==> src/vcc_pkg.sv <==
// Package: shared types, codes and reset constants of the vending credit controller.
`default_nettype none

package vcc_pkg;

    // Datapath widths
    localparam int CREDIT_W = 12;
    localparam int COIN_W   = 8;
    localparam int SLOT_W   = 2;
    localparam int STOCK_W  = 4;

    // Number of price registers (slots that can carry a price)
    localparam int PRICE_SLOTS = 3;
    localparam int CFG_ADDR_W  = 2;

    localparam logic [CREDIT_W-1:0] CREDIT_MAX = '1;

    // Slot code meaning no slot chosen yet
    localparam logic [SLOT_W-1:0] SLOT_NONE = 2'd3;

    // Configuration register indexes
    localparam logic [CFG_ADDR_W-1:0] REG_PRICE_0 = 2'd0;
    localparam logic [CFG_ADDR_W-1:0] REG_PRICE_1 = 2'd1;
    localparam logic [CFG_ADDR_W-1:0] REG_PRICE_2 = 2'd2;

    // Price reset values
    localparam logic [CREDIT_W-1:0] PRICE_0_RST = 12'd10;
    localparam logic [CREDIT_W-1:0] PRICE_1_RST = 12'd20;
    localparam logic [CREDIT_W-1:0] PRICE_2_RST = 12'd30;

    // Event codes
    localparam logic [1:0] ACT_COIN     = 2'd0;
    localparam logic [1:0] ACT_EJECT    = 2'd1;
    localparam logic [1:0] ACT_SELECT   = 2'd2;
    localparam logic [1:0] ACT_DISPENSE = 2'd3;

    // Status codes
    localparam logic [1:0] ST_OK          = 2'd0;
    localparam logic [1:0] ST_NOT_ALLOWED = 2'd1;
    localparam logic [1:0] ST_NO_STOCK    = 2'd2;
    localparam logic [1:0] ST_SHORT       = 2'd3;

    // Controller mode
    typedef enum logic [1:0] {
        MODE_IDLE     = 2'd0,
        MODE_CREDIT   = 2'd1,
        MODE_DISPENSE = 2'd2
    } t_mode;

    typedef logic [PRICE_SLOTS-1:0][CREDIT_W-1:0] t_prices;

    // Input transaction
    typedef struct packed {
        logic [1:0]        action;
        logic [COIN_W-1:0] coin_value;
        logic [SLOT_W-1:0] product_id;
    } t_in_item;

    // Result transaction
    typedef struct packed {
        logic [1:0]          status;
        logic [CREDIT_W-1:0] refund_amount;
        logic [CREDIT_W-1:0] shortfall;
        logic                dispensed;
        logic [SLOT_W-1:0]   dispensed_slot;
        logic [1:0]          mode_after;
        logic [CREDIT_W-1:0] credit_after;
    } t_out_item;

endpackage

`default_nettype wire

==> src/vcc_cfg.sv <==
// Price register file written through the configuration port.
`default_nettype none

module vcc_cfg (
    input  wire logic                            i_clk,
    input  wire logic                            i_rst_n,
    input  wire logic                            i_cfg_we,
    input  wire logic [vcc_pkg::CFG_ADDR_W-1:0]  i_cfg_addr,
    input  wire logic [vcc_pkg::CREDIT_W-1:0]    i_cfg_wdata,
    output vcc_pkg::t_prices                     o_prices
);

    vcc_pkg::t_prices r_prices;

    // Price registers, back to defaults on reset; unknown indexes are dropped
    always_ff @(posedge i_clk) begin
        if (!i_rst_n) begin
            r_prices[0] <= vcc_pkg::PRICE_0_RST;
            r_prices[1] <= vcc_pkg::PRICE_1_RST;
            r_prices[2] <= vcc_pkg::PRICE_2_RST;
        end else if (i_cfg_we) begin
            case (i_cfg_addr)
                vcc_pkg::REG_PRICE_0: r_prices[0] <= i_cfg_wdata;
                vcc_pkg::REG_PRICE_1: r_prices[1] <= i_cfg_wdata;
                vcc_pkg::REG_PRICE_2: r_prices[2] <= i_cfg_wdata;
                default: ;
            endcase
        end
    end

    assign o_prices = r_prices;

endmodule

`default_nettype wire

==> src/vcc_core.sv <==
// Controller state (mode, credit, chosen slot, stock) and the per-event decision logic.
`default_nettype none

module vcc_core #(
    parameter int INITIAL_STOCK = 10,
    parameter int SLOT_COUNT    = 3
) (
    input  wire logic              i_clk,
    input  wire logic              i_rst_n,
    input  wire logic              i_fire,
    input  wire vcc_pkg::t_in_item i_item,
    input  wire vcc_pkg::t_prices  i_prices,
    output vcc_pkg::t_out_item     o_result
);

    vcc_pkg::t_mode                      r_mode, n_mode;
    logic [vcc_pkg::CREDIT_W-1:0]        r_credit, n_credit;
    logic [vcc_pkg::SLOT_W-1:0]          r_chosen, n_chosen;
    logic [vcc_pkg::STOCK_W-1:0]         r_stock [SLOT_COUNT];

    logic [vcc_pkg::CREDIT_W:0]          w_sum;
    logic [vcc_pkg::CREDIT_W-1:0]        w_sat_credit;
    logic                                w_pid_ok;
    logic [vcc_pkg::STOCK_W-1:0]         w_pid_stock;
    logic [vcc_pkg::CREDIT_W-1:0]        w_price;
    logic                                w_chosen_ok;
    logic [vcc_pkg::STOCK_W-1:0]         w_chosen_stock;
    logic                                w_sel_good;
    logic                                w_enough;
    logic                                w_disp_good;
    logic                                w_take;

    // Saturating credit add
    assign w_sum        = {1'b0, r_credit} + {{(vcc_pkg::CREDIT_W + 1 - vcc_pkg::COIN_W){1'b0}},
                                              i_item.coin_value};
    assign w_sat_credit = w_sum[vcc_pkg::CREDIT_W] ? vcc_pkg::CREDIT_MAX
                                                   : w_sum[vcc_pkg::CREDIT_W-1:0];

    // Stock lookup for the requested and the chosen slot
    always_comb begin
        w_pid_ok       = 1'b0;
        w_pid_stock    = '0;
        w_chosen_ok    = 1'b0;
        w_chosen_stock = '0;
        for (int i = 0; i < SLOT_COUNT; i++) begin
            if (i_item.product_id == vcc_pkg::SLOT_W'(i)) begin
                w_pid_ok    = 1'b1;
                w_pid_stock = r_stock[i];
            end
            if (r_chosen == vcc_pkg::SLOT_W'(i)) begin
                w_chosen_ok    = 1'b1;
                w_chosen_stock = r_stock[i];
            end
        end
    end

    // Price of the requested slot
    always_comb begin
        case (i_item.product_id)
            vcc_pkg::REG_PRICE_0: w_price = i_prices[0];
            vcc_pkg::REG_PRICE_1: w_price = i_prices[1];
            vcc_pkg::REG_PRICE_2: w_price = i_prices[2];
            default:              w_price = '0;
        endcase
    end

    assign w_sel_good  = w_pid_ok && (w_pid_stock != '0);
    assign w_enough    = r_credit >= w_price;
    assign w_disp_good = w_chosen_ok && (w_chosen_stock != '0);

    // Next mode
    always_comb begin
        n_mode = r_mode;
        case (r_mode)
            vcc_pkg::MODE_CREDIT: begin
                if (i_item.action == vcc_pkg::ACT_EJECT) begin
                    n_mode = vcc_pkg::MODE_IDLE;
                end else if (i_item.action == vcc_pkg::ACT_SELECT) begin
                    n_mode = (w_sel_good && w_enough) ? vcc_pkg::MODE_DISPENSE
                                                      : vcc_pkg::MODE_IDLE;
                end
            end
            vcc_pkg::MODE_DISPENSE: begin
                if (i_item.action == vcc_pkg::ACT_DISPENSE) begin
                    n_mode = vcc_pkg::MODE_IDLE;
                end
            end
            default: begin
                // idle, and the unused code treated as idle
                n_mode = (i_item.action == vcc_pkg::ACT_COIN) ? vcc_pkg::MODE_CREDIT
                                                               : vcc_pkg::MODE_IDLE;
            end
        endcase
    end

    // Result fields and next credit / chosen slot / stock take
    always_comb begin
        o_result                = '0;
        o_result.status         = vcc_pkg::ST_NOT_ALLOWED;
        n_credit                = r_credit;
        n_chosen                = r_chosen;
        w_take                  = 1'b0;
        case (r_mode)
            vcc_pkg::MODE_CREDIT: begin
                case (i_item.action)
                    vcc_pkg::ACT_COIN: begin
                        n_credit        = w_sat_credit;
                        o_result.status = vcc_pkg::ST_OK;
                    end
                    vcc_pkg::ACT_EJECT: begin
                        o_result.refund_amount = r_credit;
                        n_credit               = '0;
                        o_result.status        = vcc_pkg::ST_OK;
                    end
                    vcc_pkg::ACT_SELECT: begin
                        if (!w_sel_good) begin
                            o_result.status        = vcc_pkg::ST_NO_STOCK;
                            o_result.refund_amount = r_credit;
                            n_credit               = '0;
                        end else begin
                            n_chosen = i_item.product_id;
                            if (w_enough) begin
                                o_result.refund_amount = r_credit - w_price;
                                n_credit               = w_price;
                                o_result.status        = vcc_pkg::ST_OK;
                            end else begin
                                o_result.status        = vcc_pkg::ST_SHORT;
                                o_result.shortfall     = w_price - r_credit;
                                o_result.refund_amount = r_credit;
                                n_credit               = '0;
                            end
                        end
                    end
                    default: ;
                endcase
            end
            vcc_pkg::MODE_DISPENSE: begin
                if (i_item.action == vcc_pkg::ACT_DISPENSE) begin
                    n_credit = '0;
                    if (w_disp_good) begin
                        w_take                  = 1'b1;
                        o_result.dispensed      = 1'b1;
                        o_result.dispensed_slot = r_chosen;
                        o_result.status         = vcc_pkg::ST_OK;
                    end else begin
                        o_result.status        = vcc_pkg::ST_NO_STOCK;
                        o_result.refund_amount = r_credit;
                    end
                end
            end
            default: begin
                if (i_item.action == vcc_pkg::ACT_COIN) begin
                    n_credit        = w_sat_credit;
                    o_result.status = vcc_pkg::ST_OK;
                end
            end
        endcase
        o_result.mode_after   = n_mode;
        o_result.credit_after = n_credit;
    end

    // State registers, updated once per processed event
    always_ff @(posedge i_clk) begin
        if (!i_rst_n) begin
            r_mode   <= vcc_pkg::MODE_IDLE;
            r_credit <= '0;
            r_chosen <= vcc_pkg::SLOT_NONE;
        end else if (i_fire) begin
            r_mode   <= n_mode;
            r_credit <= n_credit;
            r_chosen <= n_chosen;
        end
    end

    // Stock counters, one per slot
    always_ff @(posedge i_clk) begin
        if (!i_rst_n) begin
            for (int i = 0; i < SLOT_COUNT; i++) begin
                r_stock[i] <= vcc_pkg::STOCK_W'(INITIAL_STOCK);
            end
        end else if (i_fire && w_take) begin
            for (int i = 0; i < SLOT_COUNT; i++) begin
                if (r_chosen == vcc_pkg::SLOT_W'(i)) begin
                    r_stock[i] <= r_stock[i] - vcc_pkg::STOCK_W'(1);
                end
            end
        end
    end

endmodule

`default_nettype wire

==> src/vending_credit_controller.sv <==
// Vending credit controller: input register, decision core and result register.
// Each transaction passes the input register, then the result register.
// Throughput: one transaction per cycle unless the output stalls; the core state is
// updated in the same cycle the result register loads; back-to-back events see it.
// Reset (synchronous, active low): idle mode, zero credit, no slot chosen,
// stock at INITIAL_STOCK in every slot, prices back to 10/20/30, pipeline empty.
`default_nettype none

module vending_credit_controller #(
    parameter int INITIAL_STOCK = 10,
    parameter int SLOT_COUNT    = 3
) (
    input  wire logic                            i_clk,
    input  wire logic                            i_rst_n,
    // configuration write port
    input  wire logic                            i_cfg_we,
    input  wire logic [vcc_pkg::CFG_ADDR_W-1:0]  i_cfg_addr,
    input  wire logic [vcc_pkg::CREDIT_W-1:0]    i_cfg_wdata,
    // event input channel
    input  wire logic                            i_in_valid,
    output logic                                 o_in_stall,
    input  wire vcc_pkg::t_in_item               i_in_data,
    // result output channel
    output logic                                 o_out_valid,
    input  wire logic                            i_out_stall,
    output vcc_pkg::t_out_item                   o_out_data
);

    vcc_pkg::t_prices    w_prices;
    vcc_pkg::t_in_item   r_in;
    logic                r_in_valid;
    vcc_pkg::t_out_item  r_out;
    logic                r_out_valid;
    vcc_pkg::t_out_item  w_result;
    logic                w_fire;

    vcc_cfg u_cfg (
        .i_clk       (i_clk),
        .i_rst_n     (i_rst_n),
        .i_cfg_we    (i_cfg_we),
        .i_cfg_addr  (i_cfg_addr),
        .i_cfg_wdata (i_cfg_wdata),
        .o_prices    (w_prices)
    );

    vcc_core #(
        .INITIAL_STOCK (INITIAL_STOCK),
        .SLOT_COUNT    (SLOT_COUNT)
    ) u_core (
        .i_clk    (i_clk),
        .i_rst_n  (i_rst_n),
        .i_fire   (w_fire),
        .i_item   (r_in),
        .i_prices (w_prices),
        .o_result (w_result)
    );

    // Process the held event when the result register is free or draining
    assign w_fire     = r_in_valid && (!r_out_valid || !i_out_stall);
    assign o_in_stall = r_in_valid && !w_fire;

    // Input register
    always_ff @(posedge i_clk) begin
        if (!i_rst_n) begin
            r_in_valid <= 1'b0;
        end else if (!o_in_stall) begin
            r_in_valid <= i_in_valid;
        end
    end

    always_ff @(posedge i_clk) begin
        if (!o_in_stall && i_in_valid) begin
            r_in <= i_in_data;
        end
    end

    // Result register
    always_ff @(posedge i_clk) begin
        if (!i_rst_n) begin
            r_out_valid <= 1'b0;
        end else if (w_fire) begin
            r_out_valid <= 1'b1;
        end else if (!i_out_stall) begin
            r_out_valid <= 1'b0;
        end
    end

    always_ff @(posedge i_clk) begin
        if (w_fire) begin
            r_out <= w_result;
        end
    end

    assign o_out_valid = r_out_valid;
    assign o_out_data  = r_out;

endmodule

`default_nettype wire

==> config.mk <==
export PLATFORM = sky130hd
export DESIGN_NAME = vending_credit_controller
export DESIGN_NICKNAME = d
export VERILOG_FILES = /design/src/vcc_pkg.sv /design/src/vcc_cfg.sv /design/src/vcc_core.sv /design/src/vending_credit_controller.sv
export SDC_FILE = /design/constraint.sdc
export NUM_CORES = 1
export LEC_CHECK = 0
export ABC_AREA = 1
export BUFFER_PORTS_ARGS = -buffer_cell sky130_fd_sc_hd__buf_2
export CELL_PAD_IN_SITES_DETAIL_PLACEMENT = 1
export CELL_PAD_IN_SITES_GLOBAL_PLACEMENT = 1
export CORE_UTILIZATION = 35
export CTS_BUF_LIST = sky130_fd_sc_hd__clkbuf_4 sky130_fd_sc_hd__clkbuf_8
export CTS_CLUSTER_DIAMETER = 120
export CTS_CLUSTER_SIZE = 24
export DETAILED_ROUTE_END_ITERATION = 16
export GPL_ROUTABILITY_DRIVEN = 0
export GPL_TIMING_DRIVEN = 0
export HOLD_SLACK_MARGIN = 0.05
export PLACE_DENSITY_LB_ADDON = 0.1
export SYNTH_ARGS = -nofsm -noshare
export SYNTH_HDL_FRONTEND = slang
export SYNTH_SLANG_ARGS = --single-unit
==> constraint.sdc <==
create_clock -name i_clk -period 6.5 [get_ports i_clk]
set_clock_uncertainty 0.2 [all_clocks]
set_input_delay 1.3 -clock i_clk [delete_from_list [all_inputs] [get_ports i_clk]]
set_output_delay 1.3 -clock i_clk [all_outputs]
set_load 0.01 [all_outputs]
### Yosys cells after proc, flatten, opt, wreduce, memory -nomap -nowiden

Memory sizes are Yosys's and may differ from the RTL's.
Cells that the tools add are included.

| word-level totals | value |
|---|---|
| bits in registers | 109 |
| memory bits (writable) | 12 |
| bits of input ports | 31 |
| output and inout port bits | 45 |
| logic and storage cells | 127 |
| memories | 1 |

Memories:

| name | words | bits a word | rd ports | clocked after memory_dff | write ports | line | RTL |
|---|---|---|---|---|---|---|---|
| u_core.r_stock | 3 | 4 | 3 | 0 | 3 | vcc_core.sv:19 | `logic [vcc_pkg::STOCK_W-1:0] r_stock [SLOT_COUNT];` |

| cells by class | value |
|---|---|
| add/sub/neg operators | 6 |
| magnitude comparators | 1 |
| equal/unequal tests | 12 |
| multiplexer cells | 57 |
| bitwise logic cells | 6 |
| reductions and logical operators | 26 |

Operators with widths:

| operator | count |
|---|---|
| $mux W12 | 6 |
| $pmux W12 S2 | 3 |
| $pmux W12 S3 | 2 |
| $mux W14 | 3 |
| $mux W4 | 9 |
| $mux W1 | 25 |
| $sub A12 B12 Y12 | 2 |
| $add A12 B8 Y13 | 1 |
| $eq A2 B2 Y1 const B | 6 |
| $ge A12 B12 Y1 | 1 |
| $pmux W2 S2 | 3 |
| $sub A4 B1 Y4 const B | 3 |
| $eq A2 B1 Y1 const B | 5 |
| $mux W2 | 5 |
| $logic_not A2 Y1 | 4 |
| $reduce_and A2 Y1 | 4 |
| $reduce_bool A4 Y1 | 2 |
| $logic_and A1 B1 Y1 | 7 |
| $logic_not A1 Y1 | 4 |
| $reduce_and A4 Y1 | 1 |
| $reduce_or A4 Y1 | 1 |
| $mux W3 | 1 |
| $not A1 Y1 | 3 |
| $or A1 B1 Y1 | 3 |
| other kinds (4) | 4 |

### Longest topological paths before layout

Gate-level depths: netlist of the first run.

| depth | value |
|---|---|
| depth after elaboration | 14 |
| mapped depth | 22 |
| mapped depth without buffers | 21 |

### By module

Synthesis of the first run repeated with hierarchy kept, for this count alone.

| unflattened totals | value |
|---|---|
| cells, all modules | 1000 |
| area, all modules | 7504.7 µm² |

By module, submodules not included:

| module | times used | cells an instance | area an instance (µm²) | seq. area each (µm²) |
|---|---|---|---|---|
| vcc_core | 1 | 710 | 4250.3 | 680.7 |
| vending_credit_controller | 1 | 68 | 1746.7 | 1691.6 |
| vcc_cfg | 1 | 222 | 1507.7 | 720.7 |

### Worst setup path before layout of the first run

No wires, ideal clock.

| path | value |
|---|---|
| path kind | input-to-reg |
| start point | input port i_out_stall |
| end point | register r_out (netlist bit o_out_data[0]), enable pin |
| library setup time | 0.424 ns |
| data arrival time | 3.034 ns |
| required time | 5.876 ns |
| path slack | 2.842 ns |
| stages | 4 |
| buffers on the path | 1 |
| path through | nand2_1 inv_1 nor2_2 clkbuf_1 |

| between the ends | value |
|---|---|
| word-level cells in the longest chain between the ends | 3 |

RTL lines:

| element | line | RTL |
|---|---|---|
| from (decl) | vending_credit_controller.sv:25 | `input wire logic i_out_stall,` |
| $logic_not A1 Y1 | - |  |
| $logic_or A1 B1 Y1 | vending_credit_controller.sv:59 | `assign w_fire = r_in_valid && (!r_out_valid \|\| !i_out_stall);` |
| $logic_and A1 B1 Y1 | vending_credit_controller.sv:59 |  |
| named net u_core.i_fire | vcc_core.sv:10 | `input wire logic i_fire,` |
| to (signal assigned) | vending_credit_controller.sv:90 | `r_out <= w_result;` |
| to (decl) | vending_credit_controller.sv:32 | `vcc_pkg::t_out_item r_out;` |

The timed path passes the listed nets, and every way through them passes these cells.
A chain may end at the register's enable or synchronous reset.

==> Flow_metrics.wiki, run 1 <==
{| class="wikitable"
! Metric !! Value
|-
| Floorplan Core Area || 20500 um2
|-
| Number of diodes added for antenna fixing || 0
|-
| Number of filler instances in the final layout || 2634
|-
| Peak Freq || 0.245 GHz
|-
| Cell type with the largest total area after synthesis || sky130_fd_sc_hd__edfxtp_1
|-
| Total wire length || 23900 um
|-
| Depth of the worst hold-timing path || 2
|-
| Share of Yosys cell area claimed by the top area cell type || 27.1%
|-
| Cells after Synth || 985
|-
| Synthesized area divided by synthesized cell count || 7.54 um2
|-
| Number of buffers added on ports || 75
|-
| Detailed-routing iteration count for the pre-antenna-repair pass || 5
|-
| PwrDens || 238 nW/um2
|-
| Vias || 6852
|-
| Worst r2r path cells || 18
|-
| Number of endpoints with negative hold slack in the final report || 0
|-
| Flip-flop and latch area || 3090 um2
|-
| Count of cells resized by post-cts repair || 0
|-
| Layout overhead on the synthesized area || 14.7%
|-
| Worst path top cell family by delay || simple AND/OR/NAND/NOR gates
|-
| CTS max path bufs || 2
|-
| CTS clock-pin slew for the worst setup and hold paths || 0.08 ns
|-
| Hold_sp || u_cfg.o_prices[32]
|-
| Insertion delay to the later sink of the worst-skew pair || 0.46 ns
|-
| CP cell instances || inv_2 -> nor2_1 -> a221oi_1 -> ha_1 -> buf_2 -> nand2_2 -> inv_1 -> nand2_1 -> nand3_1 -> nand2_2 -> nand3_4 -> nand2_4 -> nand2_2 -> inv_2 -> nand3_2 -> nand2_2 -> nand2_1 -> a21oi_1
|-
| Total number of placement rows || 52
|-
| Die width || 148 um
|-
| Vias in the first global route || 6621
|-
| Static leakage power || 4.01 nW
|-
| Slew @ Worst Pin || 1.19 ns
|-
| Run status || finished clean
|-
| # DRC || 0
|-
| Crit Path Max Fanout || 9
|-
| RSZ-0062 raised after global routing || false
|-
| Max-cap check violation count || 0
|-
| Global-route wire length before repair || 37300 um
|-
| Category of the critical setup timing path || register to register
|-
| Total global routing track utilization || 22.6%
|-
| Average routed wire per standard cell || 17.5 um
|-
| Number of setup buffers added after CTS || 0
|-
| Total number of H-tree levels || 4
|-
| Residual overflow from global routing || 0
|-
| Iteration-0 DRC count of the detailed router || 327
|-
| Final count of negative-setup-slack endpoints || 0
|-
| Combined area of the multi-input logic cells || 3660 um2
|-
| Time the worst path needs with I/O delays and setup || 4.07 ns
|-
| Synthesis Warnings || 0
|-
| Endpoint with the worst hold slack || u_cfg.o_prices[32]
|-
| IR Drop Worst-Case VDD || 0.114 mV
|-
| Share of final-layout standard cells stronger than drive strength 1 || 14.2%
|-
| Initial antenna violation count || 0
|-
| Number of nets in the layout || 1156
|-
| Clock tree from TritonCTS || yes
|-
| Vias per cell || 5.03
|-
| Kind of start point of the critical path || register
|-
| Most numerous cell on the critical path || sky130_fd_sc_hd__nand2_2
|-
| Crit Reg-Reg Startpoint || r_in[0]
|-
| Async set or reset register ratio after synthesis || 0%
|-
| Worst flop-to-flop path endpoint || o_out_data[36]
|-
| Worst slew margin || 21.0%
|-
| Number of buffer and inverter stages on the critical path || 4
|-
| Number of slew-limit violations in the final report || 0
|-
| Endpoint type of the worst setup path || register
|-
| Period utilization || 62.7%
|-
| Type of the worst min-delay path || register to register
|-
| Ranking of synthesized cells by area || sky130_fd_sc_hd__edfxtp_1, sky130_fd_sc_hd__dfxtp_1, sky130_fd_sc_hd__nand2_1
|-
| Die height || 148 um
|-
| Synthesis-stage register bit count || 121
|-
| Area of the die || 21800 um2
|-
| Share of synthesized area occupied by flip-flops and latches || 41.7%
|-
| Worst path arrival time || 4.14 ns
|-
| Hold-fix buffers, CTS || 0
|-
| Crit path required time || 6.56 ns
|-
| Max incr delay on CP || 0.86 ns
|-
| I/O pin count || 76
|-
| Final-layout setup total negative slack || 0 ns
|-
| DP HPWL || 18400 um
|-
| Count of different cell masters after synthesis || 43
|-
| Slack of the worst reg-to-reg path || 2.43 ns
|-
| CTS root buf || sky130_fd_sc_hd__clkbuf_8
|-
| Detail Route Antenna Nets || 0
|-
| Worst hold slack || 0.254 ns
|-
| Clock sink count || 121
|-
| Pin count of the biggest net entering global routing || 29
|-
| Initial standard-cell utilization of the core || 36.2%
|-
| Netlist Area Pre-Place || 7420 um2
|-
| Highest-delay cell along the critical path || sky130_fd_sc_hd__a221oi_1
|-
| Post-synth net total || 1061
|-
| Total clock buffers created by CTS || 17
|-
| Number of enable-type register cells in the synthesized netlist || 67
|-
| Post-synth top flop || sky130_fd_sc_hd__edfxtp_1
|}
-- tightest hold or removal path: stages, from the launching register on --
cell                      delay (ns)
sky130_fd_sc_hd__dfxtp_1        0.30
sky130_fd_sc_hd__inv_1          0.06
sky130_fd_sc_hd__a21oi_1        0.05
-- cell type report --
| class | count | share of cell area, % |
|---|---|---|
| sequential | 121 | 36.3 |
| clock buffer | 21 | 3.10 |
| timing repair buffer | 76 | 4.64 |
| buffer | 30 | 1.60 |
| clock inverter | 11 | 1.13 |
| multi-input combinational | 691 | 42.9 |
| inverter | 143 | 6.33 |
| tap | 270 | 3.97 |
-- metrics by stage --
step	cells	cell area, um2	setup WS [ns]	util [%]	total power [W]
2_1_floorplan	985	7420	2.84	-	0.00123
3_3_place_gp	1330	8140	1.66	39.7	0.00139
3_5_place_dp	1331	8160	2.50	39.8	0.00140
4_1_cts	1363	8520	2.46	41.6	0.00205
5_1_grt	1363	8520	2.24	41.6	0.00214
6_report	1363	8520	2.43	41.6	0.00203
-- layout by cell type (no fill, tap or decap), drive strengths merged, types with 44 or more instances in the layout --
cell type / Yosys / layout
buf: 9 / 85
nand2: 234 / 234
inv: 140 / 146
dfxtp: 54 / 54
nand3: 44 / 44
nor2: 105 / 105
edfxtp: 67 / 67
o21ai: 110 / 110
a21oi: 87 / 87
-- cells in the mapped netlist (5+ instances only) --
cell	n
sky130_fd_sc_hd__a21o_1	6
sky130_fd_sc_hd__ha_1	42
sky130_fd_sc_hd__xor2_1	8
sky130_fd_sc_hd__nand3_1	40
sky130_fd_sc_hd__a21oi_1	86
sky130_fd_sc_hd__nand4_1	7
sky130_fd_sc_hd__nor2_1	99
sky130_fd_sc_hd__o21ai_0	106
sky130_fd_sc_hd__inv_2	7
sky130_fd_sc_hd__nand2_1	223
sky130_fd_sc_hd__nand2_2	9
sky130_fd_sc_hd__dfxtp_1	54
sky130_fd_sc_hd__nor2_2	6
sky130_fd_sc_hd__edfxtp_1	67
sky130_fd_sc_hd__o211ai_1	8
sky130_fd_sc_hd__inv_1	133
sky130_fd_sc_hd__buf_2	6
sky130_fd_sc_hd__nor3_1	5
sky130_fd_sc_hd__xnor2_1	7
sky130_fd_sc_hd__clkbuf_1	21
-- how the worst max path moves through the flow --
stage | cells past startpoint | endpoint | start | slack (ns)
global route | 17 | o_out_data[36] | r_in[1] | 2.24
floorplan | 4 | o_out_data[0] | i_out_stall | 2.84
detailed placement | 17 | o_out_data[36] | r_in[0] | 2.50
finish | 18 | o_out_data[36] | r_in[0] | 2.43
global placement | 6 | u_core.r_credit[10] | i_out_stall | 1.66
CTS | 17 | o_out_data[36] | r_in[0] | 2.46
-- report_power, final --
group          switching, W  total [W]  internal (W)
sequential        0.0000279   0.000877      0.000850
clock              0.000327   0.000648      0.000320
combinational      0.000346   0.000505      0.000159
total              0.000702    0.00203       0.00133
-- logic make-up (layout without fill, tap and decap cells) --
kind of cell,Yosys count,count (layout),synth area share (%)
compound gates,228,228,16.6
xor+xnor,15,15,1.77
fa+ha+maj,45,45,7.89
buf+inv,173,281,9.08
flops,121,121,41.7
simple gates,403,403,23.0
-- state kept, by name, indices dropped and copies added, names as in the netlist --
name	flops
o_out_data	43
u_cfg.o_prices	36
r_in	12
u_core.r_credit	12
u_core.r_stock	12
u_core.r_chosen	2
u_core.r_mode	2
o_out_valid	1
r_in_valid	1
-- per-layer routing --
layer / wire length [um] / GRT usage (%)
met3: 779 / 3.36
met2: 10700 / 35.2
met5: 0 / 0
met1: 11900 / 31.8
met4: 503 / 7.68
No activity file was read; power rests on OpenSTA's default activity.
==> run 2: changes to the inputs <==
- clock period: 6.5 -> 3.65 ns (I/O delays scaled with it)
==> run 2 against run 1 <==
Compared with the run above:
- core utilization grew 1.5 points
- die area is the same
- critical path type unchanged
- largest power group unchanged
- cell count grew 1.2%
- highest routed layer unchanged
==> Flow_metrics.wiki, run 2 (synthesized netlist as in run 1, its figures left out) <==
{| class="wikitable"
! Metric !! Value
|-
| Non-filler cells in the finished layout || 1380 (+1.2%)
|-
| Static leakage power || 4.14 nW (+3.1%)
|-
| Total clock buffers created by CTS || 17 (unchanged)
|-
| Category of the critical setup timing path || register to register
|-
| Share of final-layout standard cells stronger than drive strength 1 || 17.5% (+3.3 points)
|-
| Detail Route Antenna Nets || 0 (unchanged)
|-
| Number of slew-limit violations in the final report || 0 (unchanged)
|-
| Period utilization || 97.4% (+35 points)
|-
| Number of buffers added on ports || 75 (unchanged)
|-
| Initial standard-cell utilization of the core || 36.2% (unchanged)
|-
| Number of diodes added for antenna fixing || 0 (unchanged)
|-
| Crit Path Max Fanout || 9 (unchanged)
|-
| Total number of placement rows || 52 (unchanged)
|-
| Die width || 148 um (unchanged)
|-
| Standard cell area after detailed placement || 8160 um2 (unchanged)
|-
| Worst-case setup margin in the final layout || 0.0932 ns (-2.33 ns)
|-
| Number of filler instances in the final layout || 2606 (-1.1%)
|-
| Depth of the worst hold-timing path || 1 (-1)
|-
| CTS root buf || sky130_fd_sc_hd__clkbuf_8
|-
| Residual overflow from global routing || 0 (unchanged)
|-
| CP Depth || 17 (-1)
|-
| PwrDens || 418 nW/um2 (+75%)
|-
| CTS max path bufs || 2 (unchanged)
|-
| Number of cells in the design after placement || 1331 (unchanged)
|-
| Total wire length || 24300 um (+2.0%)
|-
| Type of the worst min-delay path || primary input to register
|-
| Final count of negative-setup-slack endpoints || 0 (unchanged)
|-
| CP cell instances || inv_2 -> nand2_4 -> clkinv_8 -> a22o_4 -> nor2_4 -> inv_1 -> ha_2 -> inv_1 -> fa_2 -> nand3_1 -> nand3_1 -> nand2_2 -> nand3_4 -> buf_6 -> nand3_4 -> or3b_1 -> a21oi_2
|-
| Highest-delay cell along the critical path || sky130_fd_sc_hd__edfxtp_1
|-
| Clock sink count || 121 (unchanged)
|-
| Die height || 148 um (unchanged)
|-
| Kind of start point of the critical path || register
|-
| I/O pin count || 76 (unchanged)
|-
| Pin count of the biggest net entering global routing || 29 (unchanged)
|-
| Combined area of the multi-input logic cells || 3800 um2 (+4.1%)
|-
| Total global routing track utilization || 22.8% (+0.27 points)
|-
| Peak Freq || 0.281 GHz (+15%)
|-
| # DRC || 0 (unchanged)
|-
| Flip-flop count of the largest register, all copies and words added || 43 (unchanged)
|-
| Initial antenna violation count || 0 (unchanged)
|-
| Vias || 6942 (+1.3%)
|-
| Worst r2r path cells || 17 (-1)
|-
| Iteration-0 DRC count of the detailed router || 363 (+11%)
|-
| Clock tree from TritonCTS || yes
|-
| Endpoint type of the worst setup path || register
|-
| CTS clock-pin slew for the worst setup and hold paths || 0.09 ns (about the same)
|-
| Floorplan Core Area || 20500 um2 (unchanged)
|-
| PnR Total Power || 0.00369 W (+82%)
|-
| Worst path top cell family by delay || simple AND/OR/NAND/NOR gates
|-
| Crit path required time || 3.74 ns (-2.82 ns)
|-
| Run status || finished clean
|-
| Commonest cells after routing, fill and taps aside || sky130_fd_sc_hd__nand2_1, sky130_fd_sc_hd__inv_1, sky130_fd_sc_hd__o21ai_0
|-
| Number of endpoints with negative hold slack in the final report || 0 (unchanged)
|-
| Number of buffer and inverter stages on the critical path || 5 (+1)
|-
| Finished Cell Area || 8820 um2 (+3.5%)
|-
| Leading cell type in the layout, fill and taps excluded || sky130_fd_sc_hd__nand2_1
|-
| Vias in the first global route || 6685 (+0.97%)
|-
| Worst slew margin || 52.2% (+31 points)
|-
| Time the worst path needs with I/O delays and setup || 3.56 ns (-0.517 ns)
|-
| Average routed wire per standard cell || 17.6 um (+0.70%)
|-
| Max-cap check violation count || 0 (unchanged)
|-
| Area of the die || 21800 um2 (unchanged)
|-
| Max incr delay on CP || 0.48 ns (-0.38 ns)
|-
| IR Drop Worst-Case VDD || 0.206 mV (+82%)
|-
| Number of nets in the layout || 1173 (+1.5%)
|-
| DP HPWL || 18400 um (unchanged)
|-
| Post-placement setup slack || -0.349 ns (-2.85 ns)
|-
| Insertion delay to the later sink of the worst-skew pair || 0.46 ns (about the same)
|-
| Total number of H-tree levels || 4 (unchanged)
|-
| Worst path arrival time || 3.65 ns (-0.49 ns)
|-
| Global-route wire length before repair || 37700 um (+1.1%)
|-
| Slew @ Worst Pin || 0.717 ns (-0.469 ns)
|-
| Layout overhead on the synthesized area || 18.8%
|-
| RSZ-0062 raised after global routing || true
|-
| Flip-flop and latch area || 3090 um2 (unchanged)
|-
| Detailed-routing iteration count for the pre-antenna-repair pass || 6 (+1)
|-
| Vias per cell || 5.03 (about the same)
|}
## run 2: changes by cell type in the layout (fill, tap and decap cells not counted), sizes merged
cell / previous run / this run
buf: 85 / 102
clkinv: 7 / 8
inv: 146 / 145
## run 2: final cells by class
type,count,area share [%]
Tap cell,270,3.83
Clock inverter,11,1.09
Multi-Input combinational cell,691,43.1
Inverter,143,6.28
Sequential cell,121,35.1
Timing Repair Buffer,94,6.10
Buffer,29,1.49
Clock buffer,21,2.99
## run 2: power by group
| part | leakage, nW | switching (W) | internal (W) | total (W) |
|---|---|---|---|---|
| Clock | 0.198 | 0.000587 | 0.000570 | 0.00116 |
| Combinational | 2.85 | 0.000644 | 0.000322 | 0.000966 |
| Sequential | 1.09 | 0.0000529 | 0.00151 | 0.00157 |
## run 2: worst paths after layout
path                      start            endpoint  slack, ns
min                i_in_data[8]             r_in[8]       0.24
max reg2reg             r_in[0]      o_out_data[34]       0.09
min reg2reg  u_cfg.o_prices[32]  u_cfg.o_prices[32]       0.26
max                     r_in[0]      o_out_data[34]       0.09
## run 2: timing repair
| item | in CTS | in global routing |
|---|---|---|
| pin swaps | 2 | 11 |
| gates cloned | 0 | 0 |
| setup buffers | 8 | 10 |
| hold buffers | 0 | 0 |
| setup endpoints to repair | 45 | 37 |
| resized for setup | 12 | 29 |
## run 2: layer usage
metal / track usage (%) / wire length (um) / vias to the layer above
met5: 0 / 0 / -
met4: 7.68 / 556 / 0
met3: 3.36 / 833 / 28
met2: 35.6 / 10900 / 137
met1: 32.2 / 12100 / 3313
li1: - / - / 3464
## run 2: through the flow
stage / TNS (ns) / hold WS (ns) / utilization, %
after detailed placement: -7.84 / 0.245 / 39.8
after floorplan: 0 / 0.225 / -
after global routing: -0.0994 / 0.225 / 43.0
after CTS: 0 / 0.214 / 42.1
final: 0 / 0.238 / 43.0
after global placement: -34.82 / 0.235 / 39.7
==> run 3: changes to the inputs <==
- CORE_MARGIN: default -> 2
- CTS_BUF_LIST: sky130_fd_sc_hd__clkbuf_4 sky130_fd_sc_hd__clkbuf_8 -> sky130_fd_sc_hd__clkbuf_2
==> run 3 against run 2 <==
Compared with the run above:
- first-iteration DRC count decreased by 1.7%
- hold slack got worse by 0.068 ns
- clock power decreased by 23%
- total power decreased by 6.6%
- sequential share of layout area decreased by 0.52 points
- global-route usage about the same
- wire length increased by 1.7%
- via count increased by 2.0%
- core utilization decreased by 0.17 points
- largest power group unchanged
- final area increased by 1.5%
- largest cell class unchanged
- combinational power increased by 1%
- non-clock buffer count increased by 24
==> Flow_metrics.wiki, run 3 (synthesized netlist as in run 1, its figures left out) <==
{| class="wikitable"
! Metric !! Value
|-
| Number of buffers added on ports || 75 (unchanged)
|-
| Kind of start point of the critical path || register
|-
| Insertion delay to the later sink of the worst-skew pair || 0.74 ns (+0.28 ns)
|-
| Commonest cells after routing, fill and taps aside || sky130_fd_sc_hd__nand2_1, sky130_fd_sc_hd__inv_1, sky130_fd_sc_hd__o21ai_0
|-
| Period utilization || 96.1% (-1.3 points)
|-
| Iteration-0 DRC count of the detailed router || 357 (-1.7%)
|-
| Initial antenna violation count || 1 (+1)
|-
| Category of the critical setup timing path || register to register
|-
| RSZ-0062 raised after global routing || true
|-
| Detail Route Antenna Nets || 0 (unchanged)
|-
| CTS clock-pin slew for the worst setup and hold paths || 0.22 ns (+0.13 ns)
|-
| Total number of H-tree levels || 4 (unchanged)
|-
| Share of final-layout standard cells stronger than drive strength 1 || 16.8% (-0.65 points)
|-
| Average routed wire per standard cell || 17.5 um (-0.52%)
|-
| Leading cell type in the layout, fill and taps excluded || sky130_fd_sc_hd__nand2_1
|-
| Crit Path Max Fanout || 8 (-1)
|-
| # DRC || 0 (unchanged)
|-
| Die height || 150 um (+1.4%)
|-
| Static leakage power || 4.17 nW (+0.88%)
|-
| Final count of negative-setup-slack endpoints || 0 (unchanged)
|-
| Number of nets in the layout || 1198 (+2.1%)
|-
| Type of the worst min-delay path || primary input to register
|-
| Initial standard-cell utilization of the core || 35.5% (-0.68 points)
|-
| PnR Total Power || 0.00344 W (-6.6%)
|-
| Pin count of the biggest net entering global routing || 30 (+3.4%)
|-
| DP HPWL || 18800 um (+1.8%)
|-
| Worst path arrival time || 3.89 ns (+0.24 ns)
|-
| Number of endpoints with negative hold slack in the final report || 0 (unchanged)
|-
| Global-route wire length before repair || 38900 um (+3.1%)
|-
| I/O pin count || 76 (unchanged)
|-
| Internal cell power || 0.00216 W (-10%)
|-
| Clock sink count || 121 (unchanged)
|-
| PwrDens || 385 nW/um2 (-8.0%)
|-
| Die width || 150 um (+1.4%)
|-
| Area of the die || 22400 um2 (+2.7%)
|-
| Detailed-routing iteration count for the pre-antenna-repair pass || 6 (unchanged)
|-
| Residual overflow from global routing || 0 (unchanged)
|-
| Switch share || 37.2% (+2.4 points)
|-
| Total number of placement rows || 53 (+1.9%)
|-
| Worst slew margin || 44.9% (-7.3 points)
|-
| Number of slew-limit violations in the final report || 0 (unchanged)
|-
| Final-layout setup total negative slack || 0 ns (unchanged)
|-
| Flip-flop count of the largest register, all copies and words added || 43 (unchanged)
|-
| CTS root buf || sky130_fd_sc_hd__clkbuf_2
|-
| Net Sw Power || 0.00128 W (-0.29%)
|-
| Share of total power in sequential cells || 45.5% (+3.1 points)
|-
| Time the worst path needs with I/O delays and setup || 3.51 ns (-0.0475 ns)
|-
| Endpoint type of the worst setup path || register
|-
| Run status || finished clean
|-
| Peak Freq || 0.285 GHz (+1.4%)
|-
| Clock tree from TritonCTS || yes
|-
| Max-cap check violation count || 0 (unchanged)
|-
| CTS max path bufs || 2 (unchanged)
|-
| Total clock buffers created by CTS || 17 (unchanged)
|-
| Slew @ Worst Pin || 0.826 ns (+0.109 ns)
|-
| Post-Route Utilization || 42.9% (-0.17 points)
|-
| Clock network fraction of total power || 26.1% (-5.3 points)
|-
| Vias || 7083 (+2.0%)
|-
| Total global routing track utilization || 22.8% (about the same)
|-
| Vias in the first global route || 7071 (+5.8%)
|-
| Layout overhead on the synthesized area || 20.6%
|-
| Worst hold slack || 0.169 ns (-0.0685 ns)
|-
| Crit path required time || 4.03 ns (+0.29 ns)
|-
| IR Drop Worst-Case VDD || 0.196 mV (-4.8%)
|-
| Share of total power in combinational logic || 28.4% (+2.2 points)
|-
| Floorplan Core Area || 20900 um2 (+1.9%)
|-
| Vias per cell || 5.02 (-0.21%)
|-
| Total wire length || 24700 um (+1.7%)
|-
| Number of filler instances in the final layout || 2663 (+2.2%)
|}
run 3: power by group through the flow:
stage	clock, W	combinational (W)	sequential (W)
floorplan	0	0.000602	0.00159
global placement	0	0.000876	0.00159
detailed placement	0	0.000894	0.00159
CTS	0.000932	0.000944	0.00156
global route	0.000992	0.00110	0.00158
finish	0.000899	0.000979	0.00157
run 3: timing repair:
action | in CTS | in global routing
resized for setup | 13 | 30
pin swaps | 1 | 4
hold buffers | 26 | 0
setup buffers | 5 | 10
setup endpoints to repair | 52 | 37
gates cloned | 0 | 1
hold endpoints to repair | 38 | 0
run 3: final timing paths:
kind	start	endpoint	slack, ns	cells past startpoint
hold reg to reg	u_cfg.o_prices[21]	u_cfg.o_prices[21]	0.27	2
hold / removal	i_cfg_addr[0]	u_cfg.o_prices[28]	0.17	4
setup / recovery	r_in[1]	o_out_data[36]	0.14	17
setup reg to reg	r_in[1]	o_out_data[36]	0.14	17
run 3: per-layer routing:
layer  track usage (%)  part of all wire [%]  vias up  wire length [um]
li1                  -                     -     3521                 -
met4              4.95                  0.98        0               243
met1              31.7                    49     3440             12200
met5                 0                     0        -                 0
met3              3.26                   2.6       21               651
met2              37.8                    47      101             11600
run 3: final cells by class:
cell class                 instances  area, um2  share of cell area (%)
buffer                            30        136                    1.52
antenna                            1       2.50                  0.0279
sequential                       121       3090                    34.5
multi-input combinational        692       3810                    42.6
timing repair buffer             117        783                    8.75
clock inverter                    15        149                    1.66
inverter                         143        547                    6.11
clock buffer                      17       85.1                   0.950
tap                              275        344                    3.84
run 3: through the flow:
step                instances  setup WS, ns  instance area, um2
floorplan                 985         0.562                7420
global placement         1335        -0.558                8140
detailed placement       1336        -0.360                8170
CTS                      1399        0.0440                8760
global route             1411       -0.0382                8950
finish                   1411         0.141                8950
run 3: worst max-delay path, stage by stage, from the launching register on:
cell and delay (ns):
sky130_fd_sc_hd__edfxtp_1 0.52, sky130_fd_sc_hd__inv_4 0.16, sky130_fd_sc_hd__nor2_4 0.08, sky130_fd_sc_hd__buf_4 0.15, sky130_fd_sc_hd__a221oi_4 0.42, sky130_fd_sc_hd__ha_1 0.30, sky130_fd_sc_hd__buf_2 0.17, sky130_fd_sc_hd__a21oi_2 0.18
sky130_fd_sc_hd__nand3_1 0.13, sky130_fd_sc_hd__nand2_2 0.09, sky130_fd_sc_hd__nand3_4 0.14, sky130_fd_sc_hd__nand2_4 0.13, sky130_fd_sc_hd__nand2_2 0.09, sky130_fd_sc_hd__inv_2 0.10, sky130_fd_sc_hd__nand3_2 0.08, sky130_fd_sc_hd__nand2_4 0.12
sky130_fd_sc_hd__nand2_1 0.08, sky130_fd_sc_hd__a21oi_2 0.17
